==> config.mk <==
export PLATFORM = sky130hd
export DESIGN_NAME = imma_front
export DESIGN_NICKNAME = d
export VERILOG_FILES = /design/src/rtl/integer_matrix_multiply_accumulate_macros.svh /design/src/rtl/imma_pkg.sv /design/src/rtl/imma_front.sv
export SDC_FILE = /design/constraint.sdc
export NUM_CORES = 1
export LEC_CHECK = 0
export BUFFER_PORTS_ARGS = -buffer_cell sky130_fd_sc_hd__buf_4
export CAP_MARGIN = 20
export CORE_UTILIZATION = 50
export DETAILED_ROUTE_END_ITERATION = 6
export PLACE_DENSITY = 0.7
export SYNTH_ARGS = -nofsm -noshare
export SYNTH_HDL_FRONTEND = slang
export SYNTH_SLANG_ARGS = --single-unit
==> constraint.sdc <==
create_clock -name aclk -period 3.1 [get_ports aclk]
set_input_delay 0.465 -clock aclk [delete_from_list [all_inputs] [get_ports aclk]]
set_output_delay 0.465 -clock aclk [all_outputs]
set_load 0.05 [all_outputs]
==> src/rtl/integer_matrix_multiply_accumulate_macros.svh <==
// Assertion macros for the matrix multiply-accumulate block
`ifndef INTEGER_MATRIX_MULTIPLY_ACCUMULATE_MACROS_SVH
`define INTEGER_MATRIX_MULTIPLY_ACCUMULATE_MACROS_SVH
// Implication checked on every rising clock edge outside reset
`define IMMA_ASSERT_IMP(label, clk, rstn, ante, cons, msg) \
    label: assert property (@(posedge clk) disable iff (!rstn) (ante) |-> (cons)) \
        else $error(msg);
// Next-cycle implication checked outside reset
`define IMMA_ASSERT_NXT(label, clk, rstn, ante, cons, msg) \
    label: assert property (@(posedge clk) disable iff (!rstn) (ante) |=> (cons)) \
        else $error(msg);
`endif

==> src/rtl/imma_pkg.sv <==
// ----------------------------------------------------------------------------
// imma_pkg
// Types, commands and constants shared by the matrix multiply-accumulate files.
// ----------------------------------------------------------------------------
package imma_pkg;

    localparam int MaxSize   = 16;
    localparam int IdxW      = $clog2(MaxSize);
    localparam int AddrW     = 2 * IdxW;
    localparam int Depth     = MaxSize * MaxSize;
    localparam int SizeW     = 5;
    localparam int DataW     = 32;
    localparam int QueueDepth = 4;
    localparam int QueuePtrW = $clog2(QueueDepth);
    localparam int ClearCycles = Depth;

    typedef enum logic [1:0] {
        CMD_LOAD_A   = 2'd0,
        CMD_LOAD_B   = 2'd1,
        CMD_LOAD_OUT = 2'd2,
        CMD_COMPUTE  = 2'd3
    } cmd_t;

    typedef struct packed {
        logic [1:0]        command;
        logic [3:0]        row_index;
        logic [3:0]        col_index;
        logic signed [31:0] element_value;
    } in_item_t;

    typedef struct packed {
        logic [3:0]        out_row;
        logic [3:0]        out_col;
        logic signed [31:0] product_value;
        logic              last_of_row;
    } out_item_t;

    // Classified work passed from the front end to the engine
    typedef struct packed {
        cmd_t              cmd;
        logic [IdxW-1:0]   row;
        logic [IdxW-1:0]   col;
        logic [DataW-1:0]  value;
    } job_t;

    typedef enum logic [2:0] {
        ST_CLEAR,
        ST_IDLE,
        ST_MAC,
        ST_DRAIN,
        ST_ACC,
        ST_EMIT
    } eng_state_t;

endpackage

==> src/rtl/imma_front.sv <==
// ----------------------------------------------------------------------------
// imma_front
// Accepts command beats, drops those that do nothing and queues the rest.
// ----------------------------------------------------------------------------
module imma_front (
    input  logic                  aclk,
    input  logic                  aresetn,
    input  logic                  s_valid,
    output logic                  s_ready,
    input  imma_pkg::in_item_t    s_data,
    input  logic [4:0]            size_in_use,
    output logic                  job_valid,
    input  logic                  job_ready,
    output imma_pkg::job_t        job_data
);

    imma_pkg::job_t                    queue_reg [imma_pkg::QueueDepth];
    logic [imma_pkg::QueuePtrW-1:0]    wr_ptr_reg, wr_ptr_next;
    logic [imma_pkg::QueuePtrW-1:0]    rd_ptr_reg, rd_ptr_next;
    logic [imma_pkg::QueuePtrW:0]      count_reg, count_next;
    logic                              push, pop, keep;
    imma_pkg::job_t                    job_in;

    // Classify: computes of rows beyond the size in use do nothing
    always_comb begin
        job_in.cmd   = imma_pkg::cmd_t'(s_data.command);
        job_in.row   = s_data.row_index[imma_pkg::IdxW-1:0];
        job_in.col   = s_data.col_index[imma_pkg::IdxW-1:0];
        job_in.value = s_data.element_value;
        if (job_in.cmd == imma_pkg::CMD_COMPUTE) begin
            keep = ({1'b0, s_data.row_index} < size_in_use);
        end else begin
            keep = 1'b1;
        end
    end

    assign s_ready   = (count_reg != (imma_pkg::QueuePtrW+1)'(imma_pkg::QueueDepth));
    assign push      = s_valid && s_ready && keep;
    assign job_valid = (count_reg != '0);
    assign pop       = job_valid && job_ready;
    assign job_data  = queue_reg[rd_ptr_reg];

    // Advance pointers
    always_comb begin
        wr_ptr_next = push ? wr_ptr_reg + 1'b1 : wr_ptr_reg;
        rd_ptr_next = pop ? rd_ptr_reg + 1'b1 : rd_ptr_reg;
        count_next  = count_reg + (imma_pkg::QueuePtrW+1)'(push)
                      - (imma_pkg::QueuePtrW+1)'(pop);
    end

    always_ff @(posedge aclk) begin
        if (!aresetn) begin
            wr_ptr_reg <= '0;
            rd_ptr_reg <= '0;
            count_reg  <= '0;
        end else begin
            wr_ptr_reg <= wr_ptr_next;
            rd_ptr_reg <= rd_ptr_next;
            count_reg  <= count_next;
        end
    end

    // Hold queued jobs
    always_ff @(posedge aclk) begin
        if (push) begin
            queue_reg[wr_ptr_reg] <= job_in;
        end
    end

endmodule

**Word level (Yosys, flattened, before mapping)**

Memory sizes are Yosys's and may differ from the RTL's. A register that Yosys moved wholly into a read port is not among the register bits.
Index checks and enable logic that the tools add are counted.

- Output and inout bits: 44
- Bits in read-only memories: 0
- Input bits: 51
- Memories kept: 1
- Bits in latches: 0
- Bits in writable memories: 168
- Logic and storage cells: 20
- Bits in registers: 7

- Order comparisons: 1
- Add/subtract/negate cells: 4
- Multiplexer cells: 5
- Reduce and logical (&&, ||, !) cells: 4
- Eq/ne operators: 2
- Divide/modulo/power cells: 0
- $mul: 0
- Shift-type cells: 0
- Bitwise operators: 0

Memory list:

| name | depth | bits a word | rd ports | clocked after memory_dff | wr ports | line | RTL |
|---|---|---|---|---|---|---|---|
| queue_reg | 4 | 42 | 1 | 1 | 1 | imma_front.sv:17 | `imma_pkg::job_t queue_reg [imma_pkg::QueueDepth];` |

Operators by type and width:

| kind | number |
|---|---|
| 4-bit by 5-bit < comparator with 1-bit output | 1 |
| 2-bit by 1-bit adder with 2-bit output, second input constant | 2 |
| 2-bit 2-to-1 mux | 2 |
| 3-bit by 1-bit adder with 3-bit output | 1 |
| 1-bit logical AND | 3 |
| 1-bit 2-to-1 mux | 3 |
| 3-bit != test, second input constant | 1 |
| 3-bit nonzero test | 1 |
| 3-bit by 1-bit subtractor with 3-bit output | 1 |
| 2-bit == test, second input constant | 1 |

**Logic depth before layout (Yosys ltp)**

- Word-level depth: 5
- Depth in mapped cells: 12
- Depth with buffers taken out: 12

**Worst setup path after synthesis**

Ideal clock, no wire load.

- Kind: in2reg
- From: in size_in_use[2]
- To: mem queue_reg[0][0] in the netlist's numbering (enable)
- Arrival time: 2.420 ns
- Required time: 2.696 ns
- Library setup time: 0.404 ns
- Slack: 0.276 ns
- Buffers on the path: 0
- Stages: 6
- Cell sequence: inv_1 ha_1 a211o_1 a31oi_1 o311a_2 and2_1

- Cells in the longest elaborated chain, start to end: 5

RTL lines:

| item | line | RTL |
|---|---|---|
| from (decl) | imma_front.sv:11 | `input logic [4:0] size_in_use,` |
| 4-bit by 5-bit < comparator with 1-bit output | imma_front.sv:31 | `keep = ({1'b0, s_data.row_index} < size_in_use);` |
| 1-bit 2-to-1 mux | imma_front.sv:30 | `if (job_in.cmd == imma_pkg::CMD_COMPUTE) begin` |
| 1-bit logical AND | imma_front.sv:38 | `assign push = s_valid && s_ready && keep;` |
| 1-bit 2-to-1 mux | imma_front.sv:65 | `if (push) begin` |
| 1-bit 2-to-1 mux (implied by the code) | imma_front.sv:66 | `queue_reg[wr_ptr_reg] <= job_in;` |
| to (decl) | imma_front.sv:17 |  |

Every way passes these cells.

==> run metrics <==
Initial Util 0.521; power density over cell area 912 nW/µm²; drc violations 0; total CTS buffers 17; Crit Path Max Fanout 26; max reg flops 168; Final Hold Viols 0; worst r2r dst count_reg[2]$_SDFF_PN0_; Slew @ Worst Pin 521 ps; Ports 95; Final ANT Viol Nets 0; Synth top area share 0.758; Die Wd 117 µm; Reg clk slew, reported paths 60 ps; DRT iter0 DRCs 201; RSZ-0062 raised after global routing no; Peak Freq 0.394 GHz; cell at the root of the clock tree clkbuf_16; Final nets 452; Die ar. 13,800 µm²; Slew Limit Fails 0; r2r worst-path depth 10; Top Family by Delay on Critical Path flip-flops; clk_lat worst skew 420 ps; number of max-cap violations 0; Synth Instances 279; area leader, netlist edfxtp_1; Setup Fix Bufs, Post-CTS 0; vias 3,059; Max VDD drop 0.539 mV; Rows 41; critical path cell sequence buf_12, mux4_2, buf_4; Worst Path Arrival 2080 ps; routed vias/inst 5.31; crit path capture job_data[2]; status finished clean; RePlAce Congestion 0.670; synth unique cells 23; HPWL after DPL 6970 µm; PortBufs 94; Max-slew headroom 0.652; Die Span Y 117 µm; critical path depth 3; Mapped Avg Cell Area 23.9 µm²; Detailed Route WL 11,100 µm; FF+latch area 5230 µm²; number of global-route vias before repair 3,327; Fillers 875; area of the multi-input gates 1280 µm²; Synth Warn # 0; share of cells above drive strength 1 0.453; P&R area growth vs syn 22.6%; first-pass GRT wire length 17,800 µm; post-CTS resize count 0; gr usage total 0.178; WHS Path Cells 1; register bit total from synthesis 177; Congestion Overflow GR 0; Slowest-stage cell, CP dfxtp_4; initial antenna violation count 0; Reg-to-Reg Start count_reg[1]$_SDFF_PN0_; largest net degree at the start of global routing 27; required time of the critical path 2630 ps; CTS tree done; CTS Sinks 177; synthesized area 6660 µm²; Core ar. 12,800 µm²; Worst path max stage delay 580 ps; H-tree levels 4; sequential fraction of the synthesis area 0.785; Critical Path Start Type register; Max clock buf depth 2; R2R setup slack 940 ps; Leak 2.82 nW; worst min path class in -> reg; type of the worst setup path reg -> out; antenna cells 0; fin crit period 2540 ps; Crit path buffers/inverters 2; WL/cell 19.3 µm; Final setup violation count 0; Crit. End Element output pin; net count after synthesis 340; Area contributors post-synth edfxtp_1 76%, mux4_2 14%, dfxtp_1 2.7%; hold_buf cts 0; Setup TNS 0 ps; 1st-pass router iterations 4; Tot Pwr 7.44 mW; Final period util 0.820; Clock Skews 5.87 ps
==> power by group <==
part | total, mW | switching, mW | internal [mW]
Sequential | 3.04 | 0.144 | 2.90
Combinational | 2.37 | 1.48 | 0.887
Clock | 2.03 | 0.843 | 1.19
==> cell type report <==
cell class | instances | area share
clock buffer | 19 | 0.0530
clock inverter | 13 | 0.0167
inverter | 9 | 0.00414
multi-input combinational | 82 | 0.157
sequential | 177 | 0.641
tap | 172 | 0.0264
timing repair buffer | 104 | 0.102
==> cells in the final DEF (no fill, tap or decap), types with 4 or more instances in the layout <==
cell type	Yosys	routed
edfxtp_1	168	168
buf_4	0	100
mux4_2	42	42
clkbuf_16	0	17
inv_1	9	9
ha_1	9	9
dfxtp_1	9	7
nand2_1	6	6
and2_1	10	6
and2_2	0	4
clkinv_2	0	4
clkinvlp_4	0	4
buf_12	4	4
==> routing by layer <==
metal  track usage  vias to the layer above  wire length, µm
met3        0.0511                       13              433
li1              -                     1375                -
met2         0.287                       72             5560
met5             0                        -                0
met1         0.227                     1599             5000
met4        0.0731                        0              136
==> synthesized netlist by cell type <==
cell	instances
nand2_1	6
and2_1	10
fa_1	1
dfxtp_1	9
o311a_2	1
or3_1	1
edfxtp_1	168
clkbuf_1	2
xor2_1	2
nor2_1	1
nand2b_1	1
o211ai_1	1
mux4_2	42
inv_1	9
buf_2	4
buf_12	4
ha_1	9
buf_6	1
o31a_1	1
a211o_1	1
a31oi_1	1
xnor2_1	2
mux2i_1	2
==> metrics by stage <==
stage | hold WS (ps) | util | instance area [µm²] | setup slack, ps | instances
global placement | 483 | 0.594 | 7590 | 254 | 544
finish | 247 | 0.639 | 8160 | 559 | 576
detailed placement | 494 | 0.594 | 7590 | 141 | 544
CTS | 221 | 0.639 | 8160 | 486 | 576
floorplan | 468 | - | 6660 | 276 | 279
global route | 221 | 0.639 | 8160 | 440 | 576
==> worst min-delay path by stage <==
stage / start / to / slack (ps)
floorplan: wr_ptr_reg[1]$_SDFFE_PN0P_ / wr_ptr_reg[1]$_SDFFE_PN0P_ / 470
global placement: wr_ptr_reg[1]$_SDFFE_PN0P_ / wr_ptr_reg[1]$_SDFFE_PN0P_ / 480
detailed placement: wr_ptr_reg[1]$_SDFFE_PN0P_ / wr_ptr_reg[1]$_SDFFE_PN0P_ / 490
CTS: s_data[24] / queue_reg[0][24]$_DFFE_PP_ / 220
global route: s_data[24] / queue_reg[1][24]$_DFFE_PP_ / 220
finish: s_data[24] / queue_reg[3][24]$_DFFE_PP_ / 250
==> logic make-up after synthesis <==
logic type,Yosys count,share of synthesized area
multiplexers,44,0.145
adder cells (fa/ha/maj),10,0.0199
buffers and inverters,20,0.0229
AND/OR/NAND/NOR,19,0.0152
AO/OA/AOI/OAI,5,0.00639
flip-flops,177,0.785
XOR/XNOR,4,0.00527
No activity file was read; power rests on OpenSTA's default activity.
